File: src/sv/wufr_pkg.sv
// shared types and constants of the weighted union-find ratio store
// no dependencies; imported by the top level and wufr_arith

package wufr_pkg;

   localparam int NODES  = 256;
   localparam int NODE_W = $clog2(NODES);
   localparam int LEN_W  = NODE_W + 1;
   localparam int Q_W    = 48;
   localparam int PROD_W = 2 * Q_W;
   localparam int NODE_RAM_W = NODE_W + Q_W;

   localparam logic [Q_W-1:0] Q_ONE = 48'h0001_0000_0000;
   localparam logic [Q_W-1:0] Q_MAX = 48'hFFFF_FFFF_FFFF;

   localparam logic ACT_UNION = 1'b0;
   localparam logic ACT_QUERY = 1'b1;

   typedef struct packed {
      logic             action;
      logic [7:0]       node_a;
      logic [7:0]       node_b;
      logic [Q_W-1:0]   ratio;
   } req_type;

   typedef struct packed {
      logic             connected;
      logic [Q_W-1:0]   ratio_result;
   } rsp_type;

   typedef enum logic [4:0] {
      ST_IDLE,
      ST_WALK_RD,
      ST_WALK_CHK,
      ST_POP,
      ST_POP_WAIT,
      ST_RD_M,
      ST_RD_P,
      ST_CMP_MUL,
      ST_FIND_DONE,
      ST_LK_B,
      ST_LK_A,
      ST_LK_MUL,
      ST_LK_DIV,
      ST_Q_A,
      ST_Q_B,
      ST_Q_DIV,
      ST_RESP
   } state_type;

   typedef enum logic {
      OP_MUL,
      OP_DIV
   } arith_op_type;

   typedef struct packed {
      logic              start;
      arith_op_type      op;
      logic [PROD_W-1:0] num;
      logic [Q_W-1:0]    den;
   } arith_cmd_type;

   typedef struct packed {
      logic              done;
      logic [PROD_W-1:0] product;
      logic [Q_W-1:0]    quotient;
   } arith_rsp_type;

endpackage

File: src/sv/wufr_arith.sv
// shared multi-cycle arithmetic: 48x48 product from four 24x24 partials,
// and a restoring divider of a 96-bit dividend, one quotient bit a cycle
// depends on wufr_pkg

module wufr_arith
   import wufr_pkg::*;
(
   input  logic          clock,
   input  logic          reset,
   input  arith_cmd_type cmd,
   output arith_rsp_type rsp
);

   localparam int HALF_W = Q_W / 2;
   localparam logic [6:0] MUL_LAST = 7'd4;
   localparam logic [6:0] DIV_LAST = 7'(PROD_W - 1);

   logic               busy_ff, busy_in;
   logic               done_ff, done_in;
   arith_op_type       op_ff, op_in;
   logic [6:0]         cnt_ff, cnt_in;
   logic [PROD_W-1:0]  a_ff, a_in;
   logic [Q_W-1:0]     b_ff, b_in;
   logic [Q_W-1:0]     pp_ff, pp_in;
   logic [1:0]         sh_ff, sh_in;
   logic [PROD_W-1:0]  acc_ff, acc_in;
   logic [Q_W-1:0]     rem_ff, rem_in;
   logic [Q_W-1:0]     q_ff, q_in;
   logic               sat_ff, sat_in;

   logic [HALF_W-1:0]  a_part, b_part;
   logic [PROD_W-1:0]  pp_shifted;
   logic [Q_W:0]       r2;
   logic [Q_W:0]       r2_sub;
   logic               ge;

   always_comb begin
      a_part = cnt_ff[1] ? a_ff[Q_W-1:HALF_W] : a_ff[HALF_W-1:0];
      b_part = cnt_ff[0] ? b_ff[Q_W-1:HALF_W] : b_ff[HALF_W-1:0];
      case (sh_ff)
         2'd0:    pp_shifted = {{(PROD_W-Q_W){1'b0}}, pp_ff};
         2'd1:    pp_shifted = {{(PROD_W-Q_W-HALF_W){1'b0}}, pp_ff, {HALF_W{1'b0}}};
         2'd2:    pp_shifted = {pp_ff, {Q_W{1'b0}}};
         default: pp_shifted = '0;
      endcase
      r2     = {rem_ff, a_ff[PROD_W-1]};
      ge     = (r2 >= {1'b0, b_ff});
      r2_sub = r2 - {1'b0, b_ff};
   end

   always_comb begin
      busy_in = busy_ff;
      done_in = 1'b0;
      op_in   = op_ff;
      cnt_in  = cnt_ff;
      a_in    = a_ff;
      b_in    = b_ff;
      pp_in   = pp_ff;
      sh_in   = sh_ff;
      acc_in  = acc_ff;
      rem_in  = rem_ff;
      q_in    = q_ff;
      sat_in  = sat_ff;
      if (!busy_ff) begin
         if (cmd.start) begin
            busy_in = 1'b1;
            op_in   = cmd.op;
            cnt_in  = '0;
            a_in    = cmd.num;
            b_in    = cmd.den;
            acc_in  = '0;
            rem_in  = '0;
            q_in    = '0;
            sat_in  = 1'b0;
         end
      end else if (op_ff == OP_MUL) begin
         // multiply two halves into the registered partial, accumulate it in the next
         if (cnt_ff < MUL_LAST) begin
            pp_in = a_part * b_part;
            sh_in = {1'b0, cnt_ff[1]} + {1'b0, cnt_ff[0]};
         end
         if (cnt_ff != '0) begin
            acc_in = acc_ff + pp_shifted;
         end
         cnt_in = cnt_ff + 7'd1;
         if (cnt_ff == MUL_LAST) begin
            busy_in = 1'b0;
            done_in = 1'b1;
         end
      end else begin
         rem_in = ge ? r2_sub[Q_W-1:0] : r2[Q_W-1:0];
         // quotient too wide for 48 bits
         sat_in = sat_ff | q_ff[Q_W-1];
         q_in   = {q_ff[Q_W-2:0], ge};
         a_in   = {a_ff[PROD_W-2:0], 1'b0};
         cnt_in = cnt_ff + 7'd1;
         if (cnt_ff == DIV_LAST) begin
            busy_in = 1'b0;
            done_in = 1'b1;
         end
      end
   end

   always_ff @(posedge clock) begin
      if (reset) begin
         busy_ff <= 1'b0;
         done_ff <= 1'b0;
         op_ff   <= OP_MUL;
         cnt_ff  <= '0;
      end else begin
         busy_ff <= busy_in;
         done_ff <= done_in;
         op_ff   <= op_in;
         cnt_ff  <= cnt_in;
      end
      a_ff   <= a_in;
      b_ff   <= b_in;
      pp_ff  <= pp_in;
      sh_ff  <= sh_in;
      acc_ff <= acc_in;
      rem_ff <= rem_in;
      q_ff   <= q_in;
      sat_ff <= sat_in;
   end

   assign rsp.done     = done_ff;
   assign rsp.product  = acc_ff;
   assign rsp.quotient = sat_ff ? Q_MAX : q_ff;

endmodule
File: config.mk
export PLATFORM = sky130hd
export DESIGN_NAME = wufr_arith
export DESIGN_NICKNAME = d
export VERILOG_FILES = /design/src/sv/wufr_pkg.sv /design/src/sv/wufr_arith.sv
export SDC_FILE = /design/constraint.sdc
export NUM_CORES = 2
export LEC_CHECK = 0
export BUFFER_PORTS_ARGS = -buffer_cell sky130_fd_sc_hd__buf_4
export CORE_MARGIN = 2
export CORE_UTILIZATION = 57
export DETAILED_ROUTE_END_ITERATION = 12
export PLACE_DENSITY = 0.79
export SYNTH_ARGS = -nofsm -noshare
export SYNTH_HDL_FRONTEND = slang
export SYNTH_SLANG_ARGS = --single-unit
File: constraint.sdc
create_clock -name clock -period 8.7 [get_ports clock]
set_clock_uncertainty 0.1 [all_clocks]
set_input_delay 1.74 -clock clock [delete_from_list [all_inputs] [get_ports clock]]
set_output_delay 1.74 -clock clock [all_outputs]
set_load 0.05 [all_outputs]
==> flow_metrics.env <==
export IMPL_worstSkewPairLatency_ns=0.62
export IMPL_worstSetupPathType="reg2reg"
export IMPL_synth_edf_count=387
export IMPL_core_um2=75600
export IMPL_antenna_found_initial=2
export IMPL_fin_setup_tns_ns=0
export IMPL_numClockSinks=397
export IMPL_hpwl_mm=103
export IMPL_ys_types=89
export IMPL_htree_levels=2
export IMPL_worstPathArrival_ns=8.56
export IMPL_fp_dieH_um=280
export IMPL_fillCellCount=6200
export IMPL_drv_slew=0
export IMPL_grt_use_total=0.331
export IMPL_m1WireLength_mm=51.7
export IMPL_globalRoute_totalOverflow=0
export IMPL_first_pass_iters=8
export IMPL_grt_pass1_vias=34000
export IMPL_synth_nets=5504
export IMPL_clkSlewWorstSetupHoldPaths_ns=0.06
export IMPL_seq_area_frac_synth=0.273
export IMPL_async_reset_ff_frac=0
export IMPL_die_w_um=280
export IMPL_layout_min_cycle_time_ns=8.33
export IMPL_maxCapViolations=0
export IMPL_wl_met3_mm=15.4
export IMPL_finalHoldViolCount=0
export IMPL_cts_hold_buffers=0
export IMPL_vias=34800
export IMPL_cp_required_ns=8.94
export IMPL_synth_seq_cells=397
export IMPL_area_growth_pct=11.3
export IMPL_status="finished clean"
export IMPL_dieArea_um2=78200
export IMPL_drtIter0Drc=4020
export IMPL_netlist_area_um2=43300
export IMPL_numPortBuffers=292
export IMPL_io_pin_count=293
export IMPL_grt_setup_unrepaired="false"
export IMPL_drive_gt1_frac=0.141
export IMPL_timing_fmax_ghz=0.120
export IMPL_top_layer_used="met5"
export IMPL_ant_nets=0
export IMPL_cts_buffers=44
export IMPL_rows=101
export IMPL_cts_resized=0
export IMPL_final_setup_viol_count=0
export IMPL_via_per_inst=6.00
export IMPL_grt_max_degree=89
export IMPL_routed_wl_mm=131
export IMPL_gp_congestion=1.05
export IMPL_startpoint_type="register"
export IMPL_synth_warnings=0
export IMPL_cts_tree="built"
export IMPL_relSlewSlack=0.193
export IMPL_worst_slew_pin_slew_ns=1.21
export IMPL_finalCritPeriodShare=0.957
export IMPL_min_path_type="reg2reg"
export IMPL_postCtsSetupBuffers=0
export IMPL_fin_nets=5736
export IMPL_utilization=0.638
export IMPL_synth_avg_cell_area_um2=9.52
export IMPL_wl_met2_mm=56.1
export IMPL_critPathMaxFanout=23
export IMPL_post_drt_wl_per_cell_um=22.5
export IMPL_cp_end_kind="register"
export IMPL_synthCells=4553
export IMPL_grt_pass1_wl_mm=198
export IMPL_cts_root_buf="clkbuf_16"
export IMPL_cts_buffer_depth=3
export IMPL_start_util=0.573
export IMPL_synth_main_ff_cell="edfxtp_1"
export IMPL_drc=0
[layer usage]
metal / GRT usage / up-vias
met5: 0 / -
met4: 0.149 / 2
met3: 0.0924 / 410
met2: 0.498 / 2045
met1: 0.448 / 16800
li1: - / 15600
[synth_stat cells (41+ instances only)]
cell type	number	area, um2
edfxtp_1	387	11600
mux2_2	119	1340
xor2_1	64	561
and2_1	108	676
clkbuf_1	181	679
a21oi_1	234	1170
mux2i_1	87	871
or2_2	57	357
fa_1	484	9690
xnor2_1	111	972
nand2_1	467	1750
o21ai_0	141	706
ha_1	319	3990
nor3_1	41	205
nand4_1	63	394
nor2_1	556	2090
inv_1	629	2360
a21o_1	68	510
[area by class of cell]
type | instances | area (um2) | area share
antenna | 2 | 5.00 | 0.000104
clock buffer | 48 | 1140 | 0.0236
clock inverter | 32 | 344 | 0.00713
inverter | 629 | 2360 | 0.0490
multi-input combinational | 3324 | 28400 | 0.588
sequential | 397 | 11800 | 0.245
tap | 978 | 1220 | 0.0254
timing repair buffer | 389 | 2950 | 0.0611
[kinds of logic after synthesis]
| kind of cell | synth area share |
|---|---|
| buffers and inverters | 0.0735 |
| and+or+nand+nor | 0.145 |
| xor gates and xnor gates | 0.0354 |
| muxes | 0.0510 |
| AOI/OAI and AO/OA | 0.106 |
| DFF | 0.273 |
| adders and majority gates | 0.316 |
[flip-flops by register name, indices dropped and copies added, names as in the netlist]
signal	cells
rem_ff	48
b_ff	48
done_ff	1
sh_ff	2
cnt_ff	7
acc_ff	96
busy_ff	1
a_ff	96
sat_ff	1
q_ff	48
op_ff	1
pp_ff	48
[cells in the final DEF (no fill, tap or decap), drive strengths merged, types with 87 or more instances in the layout]
master	instances
edfxtp	387
buf	389
nor2	556
xnor2	111
mux2	119
inv	633
nand2	468
and2	108
a21oi	236
mux2i	87
fa	484
ha	319
o21ai	163
[path summary, 6_finish.rpt]
| path | startpoint | endpoint | slack, ns | cells past startpoint |
|---|---|---|---|---|
| max | cnt_ff[0] | pp_ff[47] | 0.37 | 27 |
| min | op_ff | op_ff | 0.42 | 2 |
| max reg2reg | cnt_ff[0] | pp_ff[47] | 0.37 | 27 |
| min reg2reg | op_ff | op_ff | 0.42 | 2 |
[critical path, stage by stage, from the launching register on]
cell      delay (ns)
dfxtp_2         0.43
buf_4           0.32
mux2i_4         0.39
buf_4           0.28
buf_4           0.24
nor2_1          0.09
fa_1            0.52
fa_1            0.56
inv_1           0.06
fa_1            0.50
fa_1            0.52
inv_1           0.06
fa_1            0.50
fa_1            0.50
inv_1           0.05
fa_1            0.47
inv_1           0.04
ha_1            0.39
inv_1           0.06
nor2_1          0.17
nand4_1         0.13
o311ai_2        0.47
a21bo_2         0.29
o311a_1         0.19
o21ai_1         0.07
a21oi_1         0.30
o221ai_1        0.20
xnor2_1         0.15
[metrics by stage]
stage	setup WS [ns]	hold slack [ns]	area (um2)	cells
after detailed placement	0.256	0.418	46700	5717
after floorplan	0.789	0.365	43300	4553
after global placement	0.371	0.404	46700	5717
after CTS	0.254	0.425	48200	5797
final	0.374	0.423	48200	5799
after global routing	0.0283	0.449	48200	5797
Power is not shown: default switching activity piles up to over one toggle a cycle in this logic, so the estimate is an artifact.
