`config.mk`:
```
export PLATFORM = sky130hd
export DESIGN_NAME = wufr_ram
export DESIGN_NICKNAME = d
export VERILOG_FILES = /design/src/sv/wufr_ram.sv
export SDC_FILE = /design/constraint.sdc
export NUM_CORES = 2
export LEC_CHECK = 0
export BUFFER_PORTS_ARGS = -buffer_cell sky130_fd_sc_hd__buf_4
export CORE_MARGIN = 4
export CORE_UTILIZATION = 35
export CTS_CLUSTER_SIZE = 16
export DETAILED_ROUTE_END_ITERATION = 16
export PLACE_DENSITY = 0.55
export SYNTH_ARGS = -nofsm -noshare
export SYNTH_HDL_FRONTEND = slang
export SYNTH_SLANG_ARGS = --single-unit
```
`constraint.sdc`:
```
create_clock -name clock -period 3.02 [get_ports clock]
set_input_delay 0.302 -clock clock [delete_from_list [all_inputs] [get_ports clock]]
set_output_delay 0.302 -clock clock [all_outputs]
set_load 0.01 [all_outputs]
```
`src/sv/wufr_ram.sv`:
```
// generic single-port-write, single-port-read ram with registered read
// no dependencies

module wufr_ram #(
   parameter int WIDTH = 8,
   parameter int DEPTH = 256
) (
   input  logic                     clock,
   input  logic                     wr_en,
   input  logic [$clog2(DEPTH)-1:0] wr_addr,
   input  logic [WIDTH-1:0]         wr_data,
   input  logic                     rd_en,
   input  logic [$clog2(DEPTH)-1:0] rd_addr,
   output logic [WIDTH-1:0]         rd_data
);

   logic [WIDTH-1:0] mem_ff [DEPTH];
   logic [WIDTH-1:0] rd_data_ff;

   always_ff @(posedge clock) begin
      if (wr_en) begin
         mem_ff[wr_addr] <= wr_data;
      end
      if (rd_en) begin
         rd_data_ff <= mem_ff[rd_addr];
      end
   end

   assign rd_data = rd_data_ff;

endmodule

```
==> flow_summary.html <==
<table>
<tr><th>Metric</th><th>Value</th></tr>
<tr><th colspan="2">Outcome</th></tr>
<tr><td>Result of the run</td><td>complete, no violations</td></tr>
<tr><th colspan="2">Worst setup path</th></tr>
<tr><td>Worst path arrival time</td><td>approximately 3.4 ns</td></tr>
<tr><td>Cell Chain, Critical Path</td><td>mux4_2 -&gt; mux4_2 -&gt; nor2b_1 -&gt; nor4_1 -&gt; buf_4 -&gt; nor4_2</td></tr>
<tr><td>Most used cell along the critical path</td><td>sky130_fd_sc_hd__mux4_2</td></tr>
<tr><td>Crit path buffers/inverters</td><td>1</td></tr>
<tr><td>Required time reported for the critical path endpoint</td><td>~3.6 ns</td></tr>
<tr><td>Maximum fanout count along the critical path</td><td>1</td></tr>
<tr><td>Worst R2R Start</td><td>mem_ff[87][0]</td></tr>
<tr><td>Startpoint-to-endpoint class of the critical path</td><td>reg2reg</td></tr>
<tr><td>Start point of the critical path</td><td>mem_ff[87][0]</td></tr>
<tr><td>Critical Path Slowest Stage Cell</td><td>sky130_fd_sc_hd__nor4_1</td></tr>
<tr><td>CP startpoint kind</td><td>flop</td></tr>
<tr><td>Type of element capturing the critical path</td><td>flop</td></tr>
<tr><td>CP max stage delay</td><td>about 0.70 ns</td></tr>
<tr><td>CP top delay family</td><td>multiplexers</td></tr>
<tr><th colspan="2">Die</th></tr>
<tr><td>Width of the chip</td><td>485 um</td></tr>
<tr><td>Initial Util</td><td>about a third</td></tr>
<tr><td>Die boundary height</td><td>approximately 490 um</td></tr>
<tr><td>Number of core rows</td><td>around 170</td></tr>
<tr><td>Ports placed on the boundary</td><td>35</td></tr>
<tr><td>Die Area</td><td>235000 sq um</td></tr>
<tr><td>Standard cell core area</td><td>between 200000 and 250000 sq um</td></tr>
<tr><th colspan="2">Clock tree</th></tr>
<tr><td>CTS Sinks</td><td>2056</td></tr>
<tr><td>CTS max path bufs</td><td>3</td></tr>
<tr><td>Root buffer cell</td><td>sky130_fd_sc_hd__clkbuf_16</td></tr>
<tr><td>CTS H-tree lvls</td><td>4</td></tr>
<tr><td>Clock insertion delay at the later pin of the skew report</td><td>~0.86 ns</td></tr>
<tr><td>Clock buffers created by TritonCTS</td><td>between 200 and 250</td></tr>
<tr><td>Clk pin slew, worst setup/hold paths</td><td>approximately 0.06 ns</td></tr>
<tr><td>CTS tree</td><td>done</td></tr>
<tr><th colspan="2">Layout</th></tr>
<tr><td>Relative area change from synthesis to final layout</td><td>18.2%</td></tr>
<tr><td>Area of the multi-input gates</td><td>roughly 16000 sq um</td></tr>
<tr><td>Utilization of the core after routing</td><td>41.8%</td></tr>
<tr><td>FILL cells</td><td>about 20k</td></tr>
<tr><td>Share of cells above drive strength 1</td><td>a little under a third</td></tr>
<tr><td>Final net count</td><td>about 4.3k</td></tr>
<tr><td>Register area</td><td>just over 60000 sq um</td></tr>
<tr><th colspan="2">Yosys</th></tr>
<tr><td>Post-Synthesis Cell Area</td><td>79600 sq um</td></tr>
<tr><td>Synth warnings</td><td>0</td></tr>
<tr><td>Post-synthesis net count</td><td>roughly 3.8k</td></tr>
<tr><td>Post-synth ARST share</td><td>0%</td></tr>
<tr><td>Distinct cells, synth</td><td>54</td></tr>
<tr><td>Sequential-to-total area share from yosys stat</td><td>77.5%</td></tr>
<tr><td>Avg Synthesized Cell Area</td><td>between 20 and 25 sq um</td></tr>
<tr><td>Synthesis-stage register bit count</td><td>slightly above 2k</td></tr>
<tr><td>EDFF count, synth</td><td>between 2k and 2.5k</td></tr>
<tr><td>Top FF cell, synth</td><td>sky130_fd_sc_hd__edfxtp_1</td></tr>
<tr><td>Post-Syn Instances</td><td>about 3.7k</td></tr>
<tr><th colspan="2">STA</th></tr>
<tr><td>Slew at the pin closest to its max-slew limit</td><td>1.21 ns</td></tr>
<tr><td>Post-route worst hold slack</td><td>about 0.063 ns</td></tr>
<tr><td>RSZ-0062 raised after global routing</td><td>false</td></tr>
<tr><td>Worst slew slack as a fraction of its limit</td><td>18.9%</td></tr>
<tr><td>Worst setup margin</td><td>approximately 0.14 ns</td></tr>
<tr><td>Part of the cycle the worst path needs</td><td>a little over nine tenths</td></tr>
<tr><td>Min Tclk post-route</td><td>approximately 2.9 ns</td></tr>
<tr><td>Number of hold violations in the final report</td><td>0</td></tr>
<tr><td>Final setup TNS</td><td>0 ns</td></tr>
<tr><td>Worst clock skew</td><td>approximately 0.068 ns</td></tr>
<tr><td>Number of pins exceeding their max-slew limit in the final report</td><td>0</td></tr>
<tr><td>Highest clock frequency the design can meet</td><td>between 300 and 400 MHz</td></tr>
<tr><td>Final Setup Violations</td><td>0</td></tr>
<tr><th colspan="2">Power and ir drop</th></tr>
<tr><td>Combinational cell fraction of total power</td><td>~5.4%</td></tr>
<tr><td>Clock share of power</td><td>about two fifths</td></tr>
<tr><td>Net switching component of the power</td><td>around 13 mW</td></tr>
<tr><td>Leakage power summed over all cells</td><td>29.9 nW</td></tr>
<tr><td>Post-layout power</td><td>approximately 60 mW</td></tr>
<tr><td>Peak supply drop</td><td>between 0.0006 and 0.0007 V</td></tr>
<tr><td>Internal power component</td><td>between 40 and 50 mW</td></tr>
<tr><td>Pwr Density</td><td>roughly 630 nW/um^2</td></tr>
<tr><td>Share of power burned in registers</td><td>between 50% and 60%</td></tr>
<tr><td>Switching Fraction</td><td>21.8%</td></tr>
<tr><th colspan="2">Drt</th></tr>
<tr><td>DRT antenna net count</td><td>0</td></tr>
<tr><td>Initial DRC Count</td><td>roughly 4.2k</td></tr>
<tr><td>Via count</td><td>~40k</td></tr>
<tr><td>Routed WL</td><td>around 210 mm</td></tr>
<tr><td>Final routed wire length divided by cell count</td><td>about 28 um</td></tr>
<tr><td>Number of vias per cell</td><td>between 5 and 6</td></tr>
<tr><td>First-pass iteration count of the detailed router</td><td>6</td></tr>
<tr><td>DRC violation count after routing</td><td>0</td></tr>
<tr><th colspan="2">Global route</th></tr>
<tr><td>Vias in the first global route</td><td>41.0k</td></tr>
<tr><td>Total GRT Usage</td><td>between 10% and 20%</td></tr>
<tr><td>Gr ovfl total</td><td>0</td></tr>
<tr><td>Antenna violations before repair</td><td>12</td></tr>
<tr><td>Wire length of the first global-routing pass</td><td>~300 mm</td></tr>
<tr><td>Maximum number of pins on one net before global-route repair</td><td>150</td></tr>
<tr><th colspan="2">Job</th></tr>
<tr><td>Maxcap violations</td><td>0</td></tr>
<tr><th colspan="2">Place</th></tr>
<tr><td>Setup slack after placement</td><td>-0.602 ns</td></tr>
<tr><td>HPWL reported at the end of detailed placement</td><td>approximately 130 mm</td></tr>
<tr><td>IO Port Bufs</td><td>34</td></tr>
<tr><td>GP Congestion</td><td>between 0.8 and 0.9</td></tr>
<tr><th colspan="2">Worst hold path</th></tr>
<tr><td>Startpoint of the tightest hold check path</td><td>wr_data[7]</td></tr>
<tr><td>Class of the tightest hold or removal check</td><td>in2reg</td></tr>
</table>
synth_stat cells, drive strengths merged, types with 6 or more instances:
library cell / n / share of area [%]
edfxtp: 2056 / 78
mux4: 456 / 13
nor2: 282 / 1.3
mux2i: 134 / 1.7
a22oi: 133 / 1.3
buf: 122 / 1.3
clkbuf: 111 / 0.52
a21oi: 96 / 0.60
o221ai: 47 / 0.52
nand3: 34 / 0.21
nand2: 33 / 0.16
nor2b: 31 / 0.24
o22ai: 28 / 0.22
nor4: 27 / 0.24
nor3: 22 / 0.14
a211oi: 16 / 0.15
a221oi: 14 / 0.16
o21ai: 12 / 0.075
nand4: 10 / 0.079
o211ai: 10 / 0.094
a22o: 8 / 0.088
nand2b: 8 / 0.063
and2: 6 / 0.047
stage by stage:
| step | cell area, sq um | instances |
|---|---|---|
| 5_1_grt | 94200 | 7480 |
| 3_3_place_gp | 87400 | 7089 |
| 4_1_cts | 94200 | 7479 |
| 3_5_place_dp | 87400 | 7089 |
| 2_1_floorplan | 79600 | 3733 |
| 6_report | 94200 | 7483 |
kinds of logic after synthesis:
group,count (synthesis),synth area share [%]
AO/OA/AOI/OAI,385,3.42
flip-flops,2056,77.5
multiplexers,591,14.6
AND/OR/NAND/NOR,466,2.63
buffers and inverters,235,1.83
layout make-up:
cell class / count / share of cell area [%]
clock inverter: 127 / 1.28
antenna: 4 / 0.0106
inverter: 2 / 0.00797
tap: 2992 / 3.98
timing repair buffer: 604 / 5.83
multi-input combinational: 1442 / 17.5
sequential: 2056 / 65.6
clock buffer: 256 / 5.81
per-layer routing:
layer  up-vias  wire length, um  global-route usage (%)
met5         -                0                       0
met4         0             4770                    4.21
met3       282            13000                    3.01
met2      1281           103000                    29.1
met1     21645            89100                    24.7
li1      16896                -                       -
power groups by stage:
stage | clock network (mW) | logic (mW) | registers, mW
after floorplan | 0 | 1.53 | 32.1
final | 25.1 | 3.20 | 31.5
after CTS | 25.6 | 3.26 | 31.5
after global routing | 26.9 | 3.40 | 31.5
after detailed placement | 0 | 3.25 | 32.1
after global placement | 0 | 3.22 | 32.1
sequential cells by signal, indices dropped and copies added, names as in the netlist:
register  flops
mem_ff     2048
rd_data       8
repair_timing:
item                                    in CTS  in global routing
setup buffers                                0                  0
endpoints found under the setup margin       0                  1
hold buffers                                 7                  0
endpoints found under the hold margin      262                  0
resized for setup                            0                  1
layout by cell type (no fill, tap or decap), types with 10 or more instances in the layout:
cell type,instances
sky130_fd_sc_hd__a211oi_1,16
sky130_fd_sc_hd__a21oi_1,96
sky130_fd_sc_hd__a221oi_1,13
sky130_fd_sc_hd__a22oi_1,133
sky130_fd_sc_hd__buf_12,69
sky130_fd_sc_hd__buf_4,518
sky130_fd_sc_hd__buf_8,10
sky130_fd_sc_hd__bufinv_16,13
sky130_fd_sc_hd__clkbuf_1,44
sky130_fd_sc_hd__clkbuf_16,212
sky130_fd_sc_hd__clkinv_1,61
sky130_fd_sc_hd__clkinv_16,10
sky130_fd_sc_hd__clkinv_2,36
sky130_fd_sc_hd__edfxtp_1,2056
sky130_fd_sc_hd__mux2i_1,134
sky130_fd_sc_hd__mux4_2,454
sky130_fd_sc_hd__nand2_1,33
sky130_fd_sc_hd__nand3_1,34
sky130_fd_sc_hd__nand4_1,10
sky130_fd_sc_hd__nor2_1,279
sky130_fd_sc_hd__nor2b_1,28
sky130_fd_sc_hd__nor3_1,22
sky130_fd_sc_hd__nor4_1,23
sky130_fd_sc_hd__o211ai_1,10
sky130_fd_sc_hd__o21ai_0,10
sky130_fd_sc_hd__o221ai_1,46
sky130_fd_sc_hd__o22ai_1,28
final timing paths:
kind	endpoint	slack [ns]	depth (start not counted)
setup / recovery	rd_data[0]	0.14	6
hold / removal	mem_ff[176][7]	0.06	1
setup reg to reg	rd_data[0]	0.14	6
hold reg to reg	rd_data[4]	1.18	6
No activity file was read; power rests on OpenSTA's default activity.
